<file path="src/sv/http_chunked_body_decoder_top_defines.svh">
// Assertion helpers used by the decoder back end.
`ifndef HTTP_CHUNKED_BODY_DECODER_TOP_DEFINES_SVH
`define HTTP_CHUNKED_BODY_DECODER_TOP_DEFINES_SVH

// Same-cycle implication, disabled while in reset.
`define HCBD_ASSERT_NOW(lbl, clk, rst_n, ante, cons) \
    lbl: assert property (@(posedge clk) disable iff (!rst_n) (ante) |-> (cons)) \
        else $error("hcbd assertion failed");

// Next-cycle implication, disabled while in reset.
`define HCBD_ASSERT_NEXT(lbl, clk, rst_n, ante, cons) \
    lbl: assert property (@(posedge clk) disable iff (!rst_n) (ante) |=> (cons)) \
        else $error("hcbd assertion failed");

`endif

</file>
<file path="src/sv/hcbd_pkg.sv">
`default_nettype none
package hcbd_pkg;

    localparam int QUEUE_DEPTH = 2;
    localparam int QUEUE_PTR_W = 1;
    localparam int QUEUE_CNT_W = 2;

    localparam logic [7:0] CH_SEMI = 8'h3B;
    localparam logic [7:0] CH_CR   = 8'h0D;
    localparam logic [7:0] CH_LF   = 8'h0A;

    typedef enum logic [2:0] {
        PH_SIZE    = 3'd0,
        PH_SIZE_LF = 3'd1,
        PH_EXT     = 3'd2,
        PH_DATA    = 3'd3,
        PH_SKIP    = 3'd4,
        PH_TRAILER = 3'd5,
        PH_DONE    = 3'd6,
        PH_ERROR   = 3'd7
    } phase_t;

    typedef enum logic [2:0] {
        ST_MORE     = 3'd0,
        ST_COMPLETE = 3'd1,
        ST_BADSIZE  = 3'd2,
        ST_TOOLARGE = 3'd3,
        ST_IGNORED  = 3'd4
    } status_t;

    localparam logic [1:0] SKIP_AFTER_DATA = 2'd2;
    localparam logic [1:0] TM_NONE   = 2'd0;
    localparam logic [1:0] TM_CR     = 2'd1;
    localparam logic [1:0] TM_CRLF   = 2'd2;
    localparam logic [1:0] TM_CRLFCR = 2'd3;

    // One classified request as it travels from front to back.
    typedef struct packed {
        logic [7:0] data;
        logic       new_msg;
        logic       is_hex;
        logic [3:0] hex_val;
        logic       is_semi;
        logic       is_cr;
        logic       is_lf;
    } item_t;

    typedef struct packed {
        logic  push;
        item_t item;
    } push_t;

endpackage
`default_nettype wire

</file>
<file path="src/sv/hcbd_front.sv">
`default_nettype none
module hcbd_front (
    input  wire logic           in_valid,
    output logic                in_stall,
    input  wire logic [7:0]     data_byte,
    input  wire logic           new_message,
    input  wire logic           q_full,
    output hcbd_pkg::push_t     push
);

    logic       is_hex;
    logic [3:0] hex_val;

    always_comb
    begin
        is_hex  = 1'b1;
        hex_val = 4'd0;
        case (data_byte) inside
            [8'h30:8'h39]:
            begin
                hex_val = data_byte[3:0];
            end
            [8'h41:8'h46], [8'h61:8'h66]:
            begin
                hex_val = data_byte[3:0] + 4'd9;
            end
            default:
            begin
                is_hex = 1'b0;
            end
        endcase
    end

    assign in_stall = q_full;

    always_comb
    begin
        push.push         = in_valid && !q_full;
        push.item.data    = data_byte;
        push.item.new_msg = new_message;
        push.item.is_hex  = is_hex;
        push.item.hex_val = hex_val;
        push.item.is_semi = (data_byte == hcbd_pkg::CH_SEMI);
        push.item.is_cr   = (data_byte == hcbd_pkg::CH_CR);
        push.item.is_lf   = (data_byte == hcbd_pkg::CH_LF);
    end

endmodule
`default_nettype wire

</file>
<file path="src/sv/hcbd_queue.sv">
`default_nettype none
module hcbd_queue (
    input  wire logic               clk,
    input  wire logic               rst_n,
    input  wire hcbd_pkg::push_t    push,
    output logic                    full,
    output logic                    not_empty,
    input  wire logic               pop,
    output hcbd_pkg::item_t         head
);

    hcbd_pkg::item_t                     mem [hcbd_pkg::QUEUE_DEPTH];
    logic [hcbd_pkg::QUEUE_PTR_W-1:0]    wr_ptr_reg, wr_ptr_next;
    logic [hcbd_pkg::QUEUE_PTR_W-1:0]    rd_ptr_reg, rd_ptr_next;
    logic [hcbd_pkg::QUEUE_CNT_W-1:0]    count_reg, count_next;
    logic                                do_push;
    logic                                do_pop;

    assign full      = (count_reg == hcbd_pkg::QUEUE_CNT_W'(hcbd_pkg::QUEUE_DEPTH));
    assign not_empty = (count_reg != '0);
    assign do_push   = push.push && !full;
    assign do_pop    = pop && not_empty;
    assign head      = mem[rd_ptr_reg];

    always_comb
    begin
        wr_ptr_next = do_push ? wr_ptr_reg + 1'b1 : wr_ptr_reg;
        rd_ptr_next = do_pop  ? rd_ptr_reg + 1'b1 : rd_ptr_reg;
        count_next  = count_reg;
        if (do_push && !do_pop)
        begin
            count_next = count_reg + 1'b1;
        end
        else if (do_pop && !do_push)
        begin
            count_next = count_reg - 1'b1;
        end
    end

    always_ff @(posedge clk or negedge rst_n)
    begin
        if (!rst_n)
        begin
            wr_ptr_reg <= '0;
            rd_ptr_reg <= '0;
            count_reg  <= '0;
        end
        else
        begin
            wr_ptr_reg <= wr_ptr_next;
            rd_ptr_reg <= rd_ptr_next;
            count_reg  <= count_next;
        end
    end

    always_ff @(posedge clk)
    begin
        if (do_push)
        begin
            mem[wr_ptr_reg] <= push.item;
        end
    end

endmodule
`default_nettype wire

</file>
<file path="src/sv/hcbd_back.sv">
`default_nettype none
`include "http_chunked_body_decoder_top_defines.svh"
module hcbd_back #(
    parameter int LEN_BITS = 32
) (
    input  wire logic               clk,
    input  wire logic               rst_n,
    input  wire logic [31:0]        body_cap,
    input  wire logic               q_not_empty,
    input  wire hcbd_pkg::item_t    item,
    output logic                    pop,
    output logic                    out_valid,
    input  wire logic               out_stall,
    output logic [7:0]              body_byte,
    output logic                    body_valid,
    output logic [2:0]              status
);

    localparam int CW = (LEN_BITS > 32) ? LEN_BITS : 32;

    hcbd_pkg::phase_t       phase_reg, phase_next, cur_phase;
    logic [LEN_BITS-1:0]    cnt_reg, cnt_next, cur_cnt;
    logic                   seen_reg, seen_next, cur_seen;
    logic [LEN_BITS-1:0]    total_reg, total_next, cur_total;
    logic [1:0]             skip_reg, skip_next, cur_skip;
    logic [1:0]             tm_reg, tm_next, cur_tm;
    logic                   ek_reg, ek_next, cur_ek;

    logic                   out_valid_reg;
    logic [7:0]             body_byte_reg;
    logic                   body_valid_reg;
    hcbd_pkg::status_t      status_reg;

    logic [7:0]             res_byte;
    logic                   res_valid;
    hcbd_pkg::status_t      res_status;

    logic [LEN_BITS:0]      sum_raw;
    logic [LEN_BITS-1:0]    sum_sat;
    logic [LEN_BITS-1:0]    cnt_shift;
    logic [LEN_BITS-1:0]    cnt_dec;
    logic                   esl_bad;
    logic                   esl_zero;
    logic                   esl_big;
    hcbd_pkg::status_t      esl_status;
    logic                   back_ready;

    assign back_ready = !out_valid_reg || !out_stall;
    assign pop        = q_not_empty && back_ready;

    // A new message starts from cleared state before its first byte.
    always_comb
    begin
        if (item.new_msg)
        begin
            cur_phase = hcbd_pkg::PH_SIZE;
            cur_cnt   = '0;
            cur_seen  = 1'b0;
            cur_total = '0;
            cur_skip  = '0;
            cur_tm    = '0;
            cur_ek    = 1'b0;
        end
        else
        begin
            cur_phase = phase_reg;
            cur_cnt   = cnt_reg;
            cur_seen  = seen_reg;
            cur_total = total_reg;
            cur_skip  = skip_reg;
            cur_tm    = tm_reg;
            cur_ek    = ek_reg;
        end
    end

    // End of size line: saturating running total and limit check.
    always_comb
    begin
        sum_raw    = {1'b0, cur_total} + {1'b0, cur_cnt};
        sum_sat    = sum_raw[LEN_BITS] ? '1 : sum_raw[LEN_BITS-1:0];
        esl_bad    = !cur_seen;
        esl_zero   = (cur_cnt == '0);
        esl_big    = (body_cap != '0) && (CW'(sum_sat) > CW'(body_cap));
        if (esl_bad)
        begin
            esl_status = hcbd_pkg::ST_BADSIZE;
        end
        else if (!esl_zero && esl_big)
        begin
            esl_status = hcbd_pkg::ST_TOOLARGE;
        end
        else
        begin
            esl_status = hcbd_pkg::ST_MORE;
        end
    end

    always_comb
    begin
        if (cur_cnt[LEN_BITS-1 -: 4] != 4'd0)
        begin
            cnt_shift = '1;
        end
        else
        begin
            cnt_shift = {cur_cnt[LEN_BITS-5:0], item.hex_val};
        end
        cnt_dec = cur_cnt - 1'b1;
    end

    // Next state.
    always_comb
    begin
        phase_next = cur_phase;
        cnt_next   = cur_cnt;
        seen_next  = cur_seen;
        total_next = cur_total;
        skip_next  = cur_skip;
        tm_next    = cur_tm;
        ek_next    = cur_ek;
        case (cur_phase)
            hcbd_pkg::PH_SIZE:
            begin
                if (item.is_hex)
                begin
                    cnt_next  = cnt_shift;
                    seen_next = 1'b1;
                end
                else if (item.is_semi)
                begin
                    phase_next = hcbd_pkg::PH_EXT;
                    skip_next  = '0;
                end
                else if (item.is_cr)
                begin
                    phase_next = hcbd_pkg::PH_SIZE_LF;
                end
                else
                begin
                    phase_next = hcbd_pkg::PH_ERROR;
                    ek_next    = 1'b0;
                end
            end
            hcbd_pkg::PH_SIZE_LF, hcbd_pkg::PH_EXT:
            begin
                if (cur_phase == hcbd_pkg::PH_EXT && !(cur_skip == 2'd1 && item.is_lf))
                begin
                    skip_next = {1'b0, item.is_cr};
                end
                else if (!item.is_lf || esl_bad)
                begin
                    skip_next  = '0;
                    phase_next = hcbd_pkg::PH_ERROR;
                    ek_next    = 1'b0;
                end
                else if (esl_zero)
                begin
                    skip_next  = '0;
                    phase_next = hcbd_pkg::PH_TRAILER;
                    tm_next    = hcbd_pkg::TM_CRLF;
                end
                else if (esl_big)
                begin
                    skip_next  = '0;
                    phase_next = hcbd_pkg::PH_ERROR;
                    ek_next    = 1'b1;
                end
                else
                begin
                    skip_next  = '0;
                    total_next = sum_sat;
                    phase_next = hcbd_pkg::PH_DATA;
                end
            end
            hcbd_pkg::PH_DATA:
            begin
                cnt_next = cnt_dec;
                if (cnt_dec == '0)
                begin
                    phase_next = hcbd_pkg::PH_SKIP;
                    skip_next  = hcbd_pkg::SKIP_AFTER_DATA;
                end
            end
            hcbd_pkg::PH_SKIP:
            begin
                skip_next = cur_skip - 1'b1;
                if (cur_skip == 2'd1)
                begin
                    phase_next = hcbd_pkg::PH_SIZE;
                    cnt_next   = '0;
                    seen_next  = 1'b0;
                end
            end
            hcbd_pkg::PH_TRAILER:
            begin
                if (cur_tm == hcbd_pkg::TM_CRLFCR && item.is_lf)
                begin
                    tm_next    = hcbd_pkg::TM_NONE;
                    phase_next = hcbd_pkg::PH_DONE;
                end
                else if ((cur_tm == hcbd_pkg::TM_NONE || cur_tm == hcbd_pkg::TM_CRLF)
                         && item.is_cr)
                begin
                    tm_next = cur_tm + 1'b1;
                end
                else if (cur_tm == hcbd_pkg::TM_CR && item.is_lf)
                begin
                    tm_next = hcbd_pkg::TM_CRLF;
                end
                else if (item.is_cr)
                begin
                    tm_next = hcbd_pkg::TM_CR;
                end
                else
                begin
                    tm_next = hcbd_pkg::TM_NONE;
                end
            end
            default:
            begin
            end
        endcase
    end

    // Result for this request.
    always_comb
    begin
        res_byte   = 8'd0;
        res_valid  = 1'b0;
        res_status = hcbd_pkg::ST_MORE;
        case (cur_phase)
            hcbd_pkg::PH_SIZE:
            begin
                if (!item.is_hex && !item.is_semi && !item.is_cr)
                begin
                    res_status = hcbd_pkg::ST_BADSIZE;
                end
            end
            hcbd_pkg::PH_SIZE_LF:
            begin
                res_status = item.is_lf ? esl_status : hcbd_pkg::ST_BADSIZE;
            end
            hcbd_pkg::PH_EXT:
            begin
                if (cur_skip == 2'd1 && item.is_lf)
                begin
                    res_status = esl_status;
                end
            end
            hcbd_pkg::PH_DATA:
            begin
                res_byte  = item.data;
                res_valid = 1'b1;
            end
            hcbd_pkg::PH_TRAILER:
            begin
                if (cur_tm == hcbd_pkg::TM_CRLFCR && item.is_lf)
                begin
                    res_status = hcbd_pkg::ST_COMPLETE;
                end
            end
            hcbd_pkg::PH_DONE:
            begin
                res_status = hcbd_pkg::ST_IGNORED;
            end
            hcbd_pkg::PH_ERROR:
            begin
                res_status = cur_ek ? hcbd_pkg::ST_TOOLARGE : hcbd_pkg::ST_BADSIZE;
            end
            default:
            begin
            end
        endcase
    end

    always_ff @(posedge clk or negedge rst_n)
    begin
        if (!rst_n)
        begin
            phase_reg     <= hcbd_pkg::PH_SIZE;
            cnt_reg       <= '0;
            seen_reg      <= 1'b0;
            total_reg     <= '0;
            skip_reg      <= '0;
            tm_reg        <= '0;
            ek_reg        <= 1'b0;
            out_valid_reg <= 1'b0;
        end
        else
        begin
            if (pop)
            begin
                phase_reg     <= phase_next;
                cnt_reg       <= cnt_next;
                seen_reg      <= seen_next;
                total_reg     <= total_next;
                skip_reg      <= skip_next;
                tm_reg        <= tm_next;
                ek_reg        <= ek_next;
                out_valid_reg <= 1'b1;
            end
            else if (!out_stall)
            begin
                out_valid_reg <= 1'b0;
            end
        end
    end

    always_ff @(posedge clk)
    begin
        if (pop)
        begin
            body_byte_reg  <= res_byte;
            body_valid_reg <= res_valid;
            status_reg     <= res_status;
        end
    end

    assign out_valid  = out_valid_reg;
    assign body_byte  = body_byte_reg;
    assign body_valid = body_valid_reg;
    assign status     = status_reg;

    `HCBD_ASSERT_NOW(a_data_status_more, clk, rst_n,
        out_valid_reg && body_valid_reg, status_reg == hcbd_pkg::ST_MORE)
    `HCBD_ASSERT_NOW(a_data_count_nonzero, clk, rst_n,
        phase_reg == hcbd_pkg::PH_DATA, cnt_reg != '0)
    `HCBD_ASSERT_NEXT(a_done_sticks, clk, rst_n,
        phase_reg == hcbd_pkg::PH_DONE && !(pop && item.new_msg),
        phase_reg == hcbd_pkg::PH_DONE)

endmodule
`default_nettype wire

</file>
<file path="src/sv/http_chunked_body_decoder_top.sv">
// Channel  | Handshake            | Payload
// ---------+----------------------+--------------------------------------
// input    | in_valid / in_stall  | data_byte[7:0], new_message
// output   | out_valid / out_stall| body_byte[7:0], body_valid, status[2:0]
// config   | cfg_we               | cfg_data[31:0] (body size cap)
//
// One byte per clock while not stalled; bytes pass the queue, then the output register.
// The front classifies the byte into a 2-entry queue; the back runs the
// parser state and owns the output register, one request per cycle when not stalled.
// Reset (rst_n low) clears the parser, the queue and the body size cap.
// in_stall rises only while the queue is full, i.e. after out_stall backs up.
`default_nettype none
module http_chunked_body_decoder_top #(
    parameter int LEN_BITS = 32
) (
    input  wire logic           clk,
    input  wire logic           rst_n,
    input  wire logic           cfg_we,
    input  wire logic [31:0]    cfg_data,
    input  wire logic           in_valid,
    output logic                in_stall,
    input  wire logic [7:0]     data_byte,
    input  wire logic           new_message,
    output logic                out_valid,
    input  wire logic           out_stall,
    output logic [7:0]          body_byte,
    output logic                body_valid,
    output logic [2:0]          status
);

    logic [31:0]        body_cap_reg;
    hcbd_pkg::push_t    push;
    hcbd_pkg::item_t    head;
    logic               q_full;
    logic               q_not_empty;
    logic               pop;

    always_ff @(posedge clk or negedge rst_n)
    begin
        if (!rst_n)
        begin
            body_cap_reg <= '0;
        end
        else if (cfg_we)
        begin
            body_cap_reg <= cfg_data;
        end
    end

    hcbd_front u_front (
        .in_valid    (in_valid),
        .in_stall    (in_stall),
        .data_byte   (data_byte),
        .new_message (new_message),
        .q_full      (q_full),
        .push        (push)
    );

    hcbd_queue u_queue (
        .clk       (clk),
        .rst_n     (rst_n),
        .push      (push),
        .full      (q_full),
        .not_empty (q_not_empty),
        .pop       (pop),
        .head      (head)
    );

    hcbd_back #(
        .LEN_BITS (LEN_BITS)
    ) u_back (
        .clk           (clk),
        .rst_n         (rst_n),
        .body_cap      (body_cap_reg),
        .q_not_empty   (q_not_empty),
        .item          (head),
        .pop           (pop),
        .out_valid     (out_valid),
        .out_stall     (out_stall),
        .body_byte     (body_byte),
        .body_valid    (body_valid),
        .status        (status)
    );

endmodule
`default_nettype wire

</file>
<file path="config.mk">
export PLATFORM = sky130hd
export DESIGN_NAME = http_chunked_body_decoder_top
export DESIGN_NICKNAME = d
export VERILOG_FILES = /design/src/sv/hcbd_pkg.sv /design/src/sv/hcbd_front.sv /design/src/sv/hcbd_queue.sv /design/src/sv/hcbd_back.sv /design/src/sv/http_chunked_body_decoder_top.sv
export VERILOG_INCLUDE_DIRS = /design/src /design/src/sv
export SDC_FILE = /design/constraint.sdc
export NUM_CORES = 1
export LEC_CHECK = 0
export ABC_AREA = 1
export BUFFER_PORTS_ARGS = -buffer_cell sky130_fd_sc_hd__clkbuf_2
export CAP_MARGIN = 20
export CORE_MARGIN = 3
export CORE_UTILIZATION = 60
export CTS_BUF_LIST = sky130_fd_sc_hd__clkbuf_2
export CTS_CLUSTER_DIAMETER = 100
export CTS_CLUSTER_SIZE = 40
export DETAILED_ROUTE_END_ITERATION = 8
export PLACE_DENSITY_LB_ADDON = 0.15
export SETUP_SLACK_MARGIN = 0.3
export SLEW_MARGIN = 20
export SYNTH_ARGS = -nofsm -noshare
export SYNTH_HDL_FRONTEND = slang
export SYNTH_SLANG_ARGS = --single-unit
export TNS_END_PERCENT = 50
</file>
<file path="constraint.sdc">
create_clock -name clk -period 6.7 [get_ports clk]
set_clock_uncertainty 0.05 [all_clocks]
set_input_delay 1.675 -clock clk [delete_from_list [all_inputs] [get_ports clk]]
set_output_delay 1.675 -clock clk [all_outputs]
set_load 0.03 [all_outputs]
</file>
# Word level (Yosys, flattened, before mapping)
# Memories as Yosys holds them, arrays and structs flattened.
# Index checks and enable logic that the tools add are counted.
# totals
memories	1
in_bits	46
mem_bits_rw	34
elab_cells	162
reg_bits	122
# memory_table
memory	words	word_bits	rd	rd_ports_with_merged_regs	wr	line_no	text
u_queue.mem	2	17	1	0	1	hcbd_queue.sv:12	hcbd_pkg::item_t mem [hcbd_pkg::QUEUE_DEPTH];
# classes
n_reduce_logical	43
muxes	71
add_sub_neg	9
magnitude_cmp	7
eq_ne	16
# op_table
op	count
32-bit two-way mux	11
32-bit one-hot mux with 3 select lines	1
32-bit zero test	2
3-bit two-way mux	14
32-bit by 32-bit adder with 33-bit output	1
32-bit > comparator	1
32-bit nonzero test	1
32-bit by 1-bit subtractor with 32-bit output, second input constant	1
2-bit two-way mux	15
1-bit two-way mux	22
1-bit logical AND	18
3-bit one-hot mux with 6 select lines	1
8-bit by 4-bit equality test with 1-bit output, second input constant	2
8-bit by 7-bit greater-or-equal comparator with 1-bit output, second input constant	2
8-bit by 7-bit <= comparator with 1-bit output, second input constant	2
3-bit one-hot mux with 5 select lines	1
3-bit equality test, second input constant	4
1-bit zero test	12
8-bit by 6-bit equality test with 1-bit output, second input constant	1
8-bit by 6-bit greater-or-equal comparator with 1-bit output, second input constant	1
8-bit by 6-bit <= comparator with 1-bit output, second input constant	1
4-bit two-way mux	2
2-bit one-hot mux with 4 select lines	1
2-bit equality test, second input constant	3
16 further kinds	26

# Logic depth before layout (Yosys ltp)
# An unclocked memory read counts as a cell.
# depth
word_depth	11
mapped_depth	40
ltp_nobuf	33

# Hierarchy
# A second synthesis with hierarchy kept.
# unflattened
cells_unflattened	1897
hier_area_um2	12902.4
# by_module_without_submodules
mod	cells_each	n_inst	area_per_inst_um2
hcbd_back	1581	1	9620.5
hcbd_queue	120	1	1605.3
http_chunked_body_decoder_top	136	1	1292.5
hcbd_front	60	1	384.1

# Least setup slack after synthesis
# OpenSTA, ideal clock, no wires.
# synth_path
kind	register to register
startpoint	register u_queue.rd_ptr_reg
endpoint	register u_back.total_reg[12]
t_required_ps	6573
path_slack_ps	2067
arrival_time_ps	4506
stages_incl_launch_ff	33
path_cell_list	dfrtp_1 > buf_6 > inv_6 > nand2_8 > nand2_4 > buf_2 > buf_1 > nor2_1 > ha_1 > a21oi_1 > inv_1 > a31oi_1 > o21ai_0 > a21oi_1 > nand2_1 > nand2_1 > nand2_1 > buf_2 > or2_1 > ha_1 > nand2_1 > inv_1 > nand3_1 > nor3_1 > nand4_1 > nor2_1 > a21oi_1 > nand2_1 > nand3_4 > inv_4 > buf_4 > nand2_1 > a21oi_1
# synth_via
elab_chain_len	11
elab_cells_between_ends	26
# synth_lines
item	line_no	text
from (decl)	hcbd_queue.sv:14	logic [hcbd_pkg::QUEUE_PTR_W-1:0] rd_ptr_reg, rd_ptr_next;
from (signal assigned)	hcbd_queue.sv:51	rd_ptr_reg <= rd_ptr_next;
memory read 2 x 17 bit *	n/a	
32-bit two-way mux	hcbd_back.sv:54	if (item.new_msg)
32-bit by 32-bit adder with 33-bit output	hcbd_back.sv:79	sum_raw = {1'b0, cur_total} + {1'b0, cur_cnt};
32-bit two-way mux	hcbd_back.sv:80	sum_sat = sum_raw[LEN_BITS] ? '1 : sum_raw[LEN_BITS-1:0];
32-bit > comparator	hcbd_back.sv:83	esl_big = (body_cap != '0) && (CW'(sum_sat) > CW'(body_cap));
1-bit logical AND	hcbd_back.sv:83	
32-bit two-way mux	hcbd_back.sv:162	else if (esl_big)
32-bit two-way mux	hcbd_back.sv:156	else if (esl_zero)
32-bit two-way mux	hcbd_back.sv:150	else if (!item.is_lf || esl_bad)
32-bit two-way mux	hcbd_back.sv:146	if (cur_phase == hcbd_pkg::PH_EXT && !(cur_skip == 2'd1 && item.is_lf))
32-bit two-way mux *	hcbd_back.sv:121	case (cur_phase)
to (signal assigned)	hcbd_back.sv:296	total_reg <= total_next;
to (decl)	hcbd_back.sv:24	logic [LEN_BITS-1:0] total_reg, total_next, cur_total;
# Every way passes the cells marked *; elsewhere a longest branch is shown, timed or not.
# A chain may end at the register's enable or synchronous reset.

# Final worst setup path
# layout_path
startpoint	register u_queue.rd_ptr_reg
endpoint	register u_back.total_reg[19]
# Same word-level chain as after synthesis.

==> results.sh <==
export IMPL_cts_hold_buffers_added=0
export IMPL_crit_slowest_cell="dfrtp_2"
export IMPL_dp_cells=2137
export IMPL_synth_seq_cells=156
export IMPL_firstDrtPassIters=8
export IMPL_start_util_pct=61.9
export IMPL_crit_type="reg -> reg"
export IMPL_cts_clk_slew_worst_paths_ns=0.30
export IMPL_cp_max_fo=41
export IMPL_drt_iter0_drc=1272
export IMPL_hold_path_class="reg -> reg"
export IMPL_fin_setup_tns_ns=0
export IMPL_fin_cells=2170
export IMPL_gp_congestion=1.05
export IMPL_grt_antenna_before_repair=1
export IMPL_cts_sinks=156
export IMPL_via_per_inst=5.92
export IMPL_synth_async_reset_ratio_pct=70.5
export IMPL_cts_tree="done"
export IMPL_yosysUniqueCellTypes=58
export IMPL_grt_max_degree=76
export IMPL_worstSkewPairLatency_ns=0.81
export IMPL_whs_path_depth=2
export IMPL_h_tree_depth=4
export IMPL_ir_worst_vdd_v=0.000678
export IMPL_die_area_mm2=0.0229
export IMPL_cts_root_buf="clkbuf_2"
export IMPL_cts_made_buffers=17
export IMPL_multi_input_area_mm2=0.00731
export IMPL_largest_reg_flops=34
export IMPL_nFillCells=1897
export IMPL_cts_resized=0
export IMPL_min_delay_start="u_back.total_reg[3]$_DFFE_PN0P_"
export IMPL_grt_overflow=0
export IMPL_reg2reg_depth=28
export IMPL_relSlewSlack_pct=23.4
export IMPL_seq_area_mm2=0.00414
export IMPL_crit_path_frequent_cell="nand2_1"
export IMPL_period_share_pct=89.7
export IMPL_rsz0062_at_grt="no"
export IMPL_hold_violations=0
export IMPL_setup_viol=0
export IMPL_die_w_um=151
export IMPL_synth_cells=1849
export IMPL_drc=0
export IMPL_synth_area_mm2=0.0127
export IMPL_routed_wl_um=40000
export IMPL_cp_end_kind="flip-flop"
export IMPL_fmax_mhz=166
export IMPL_power_density_mw_per_mm2=550
export IMPL_largest_register="u_queue.mem"
export IMPL_dp_hpwl_um=30200
export IMPL_syn_area_per_cell_um2=6.86
export IMPL_min_period_ns=6.01
export IMPL_ys_seq_area_share_pct=32.6
export IMPL_critPathLaunch="u_queue.rd_ptr_reg$_DFFE_PN0P_"
export IMPL_r2r_start="u_queue.rd_ptr_reg$_DFFE_PN0P_"
export IMPL_synth_edf_count=46
export IMPL_drtAntennaViolNets=0
export IMPL_drv_slew=0
export IMPL_rows=52
export IMPL_die_h_um=151
export IMPL_yosys_warnings=0
export IMPL_post_cts_buffers=0
export IMPL_portBuffers=59
export IMPL_fin_nets=2007
export IMPL_status="complete, no violations"
export IMPL_synth_net_count=1970
export IMPL_ys_flop_type="dfrtp_1"
export IMPL_worstPathArrival_ns=6.69
export IMPL_worstMarginPinSlew_ns=1.15
export IMPL_p_leak_nw=6.92
export IMPL_grt_pass1_wl_um=63100
export IMPL_drive_above_1_share_pct=10.6
export IMPL_cp_data_required_time_ns=7.38
export IMPL_cpPeakStageDelay_ns=0.54
export IMPL_cts_buffer_depth=2
export IMPL_drv_cap=0
export IMPL_vias=12852
export IMPL_grt_util_all_layers_pct=35.4
export IMPL_wire_per_inst_um=18.4
export IMPL_io_pins=60
export IMPL_coreArea_mm2=0.0205
export IMPL_start_kind="flip-flop"
export IMPL_grt_pass1_vias=11896
export IMPL_area_growth_pct=6.01
layout make-up:
| type | count | area share, % |
|---|---|---|
| inverter | 251 | 7.08 |
| sequential | 156 | 30.8 |
| tap | 270 | 2.51 |
| antenna | 1 | 0.0186 |
| multi-input combinational | 1384 | 54.4 |
| timing repair buffer | 76 | 3.17 |
| clock buffer | 17 | 0.633 |
| clock inverter | 15 | 1.44 |
critical path, delay by kind of cell, from the launching register on:
family | cells | cell delay, ns
AOI/OAI and AO/OA | 5 | 0.97
adders and majority gates | 2 | 0.76
buffers and inverters | 4 | 0.81
DFF | 1 | 0.54
and+or+nand+nor | 17 | 2.82
logic make-up (layout without fill, tap and decap cells):
| group | count (synthesis) | count (layout) | share of synthesized area, % |
|---|---|---|---|
| other | 0 | 1 | 0 |
| XOR/XNOR | 17 | 17 | 1.17 |
| adder cells (fa/ha/maj) | 75 | 75 | 7.46 |
| multiplexers | 2 | 2 | 0.168 |
| flip-flops | 156 | 156 | 32.6 |
| AND/OR/NAND/NOR | 912 | 912 | 31.4 |
| buffers and inverters | 309 | 359 | 9.93 |
| AO/OA/AOI/OAI | 378 | 378 | 17.3 |
cells in the final DEF (no fill, tap or decap), types with 4 or more instances in the layout:
| cell type | Yosys | layout |
|---|---|---|
| or2_1 | 4 | 4 |
| nor2_4 | 4 | 4 |
| inv_6 | 1 | 4 |
| inv_1 | 236 | 236 |
| a211oi_1 | 6 | 6 |
| edfxtp_1 | 46 | 46 |
| o211ai_1 | 4 | 4 |
| a21oi_1 | 129 | 129 |
| xor2_1 | 13 | 13 |
| inv_2 | 13 | 12 |
| nand2_2 | 15 | 14 |
| buf_4 | 2 | 18 |
| o2111ai_1 | 7 | 7 |
| o21ai_2 | 13 | 13 |
| a22oi_1 | 21 | 21 |
| nand2_4 | 4 | 5 |
| or2_2 | 8 | 8 |
| nand3_1 | 102 | 102 |
| o21ai_0 | 112 | 111 |
| o221ai_1 | 4 | 4 |
| clkbuf_2 | 0 | 75 |
| nor2_1 | 210 | 207 |
| ha_1 | 74 | 74 |
| nor3_1 | 16 | 16 |
| xnor2_1 | 4 | 4 |
| a21o_1 | 11 | 11 |
| nor4_1 | 14 | 14 |
| a31oi_1 | 29 | 29 |
| nand4_1 | 24 | 24 |
| dfrtp_1 | 110 | 109 |
| nand2_1 | 480 | 480 |
| o21ai_1 | 26 | 26 |
| nand3_2 | 6 | 6 |
| nor2_2 | 12 | 15 |
| inv_8 | 0 | 5 |
synthesized netlist by cell type, types with 4 or more instances:
| cell type | count | area [um2] |
|---|---|---|
| nand2_4 | 4 | 45.0 |
| a31oi_1 | 29 | 181 |
| o2111ai_1 | 7 | 61.3 |
| buf_1 | 5 | 18.8 |
| a21oi_1 | 129 | 646 |
| inv_2 | 13 | 48.8 |
| buf_2 | 7 | 35.0 |
| o21ai_0 | 112 | 561 |
| xor2_1 | 13 | 114 |
| nor3_1 | 16 | 80.1 |
| o211ai_1 | 4 | 30.0 |
| nand2_2 | 15 | 93.8 |
| a21o_1 | 11 | 82.6 |
| clkbuf_1 | 34 | 128 |
| o21ai_1 | 26 | 130 |
| nand4_1 | 24 | 150 |
| dfrtp_1 | 110 | 2750 |
| o21ai_2 | 13 | 114 |
| o221ai_1 | 4 | 35.0 |
| nor2_2 | 12 | 75.1 |
| or2_2 | 8 | 50.1 |
| nor2_4 | 4 | 45.0 |
| buf_6 | 10 | 113 |
| inv_1 | 236 | 886 |
| nand3_1 | 102 | 510 |
| nor2_1 | 210 | 788 |
| a211oi_1 | 6 | 45.0 |
| ha_1 | 74 | 926 |
| xnor2_1 | 4 | 35.0 |
| nand3_2 | 6 | 60.1 |
| or2_1 | 4 | 25.0 |
| a22oi_1 | 21 | 158 |
| edfxtp_1 | 46 | 1380 |
| nand2_1 | 480 | 1800 |
| nor4_1 | 14 | 87.6 |
power breakdown:
group | internal, W | switching [W]
registers | 0.00133 | 0.000245
logic | 0.00155 | 0.00364
clock network | 0.000168 | 0.000464
total | 0.00304 | 0.00435
metal layers:
layer | routed length, um | global-route usage [%] | part of all wire [%] | vias to the layer above
met5 | 0 | 0 | 0 | -
met4 | 1800 | 15.0 | 4.5 | 0
met3 | 4070 | 7.30 | 10 | 126
met2 | 17200 | 54.3 | 43 | 635
met1 | 16900 | 48.7 | 42 | 5886
li1 | - | - | - | 6205
per-stage QoR:
step	worst slack (ns)	utilization (%)	total power [W]	hold WS (ns)	cell area (um2)
floorplan	2.07	-	0.00522	0.399	12700
global placement	0.904	64.2	0.00651	0.412	13200
detailed placement	0.783	64.2	0.00660	0.416	13200
finish	0.691	65.6	0.00740	0.475	13400
global route	0.308	65.6	0.00801	0.488	13400
CTS	0.691	65.5	0.00725	0.478	13400
worst paths after layout:
path	end	slack (ns)
worst max-delay path	u_back.total_reg[19]$_DFFE_PN0P_	0.69
max in group asynchronous	body_cap_reg[9]$_DFFE_PN0P_	4.37
worst min register to register	u_back.total_reg[3]$_DFFE_PN0P_	0.48
worst min-delay path	u_back.total_reg[3]$_DFFE_PN0P_	0.48
worst max register to register	u_back.total_reg[19]$_DFFE_PN0P_	0.69
min in group asynchronous	u_back.total_reg[22]$_DFFE_PN0P_	0.74
Power figures use the tool's default switching activity.
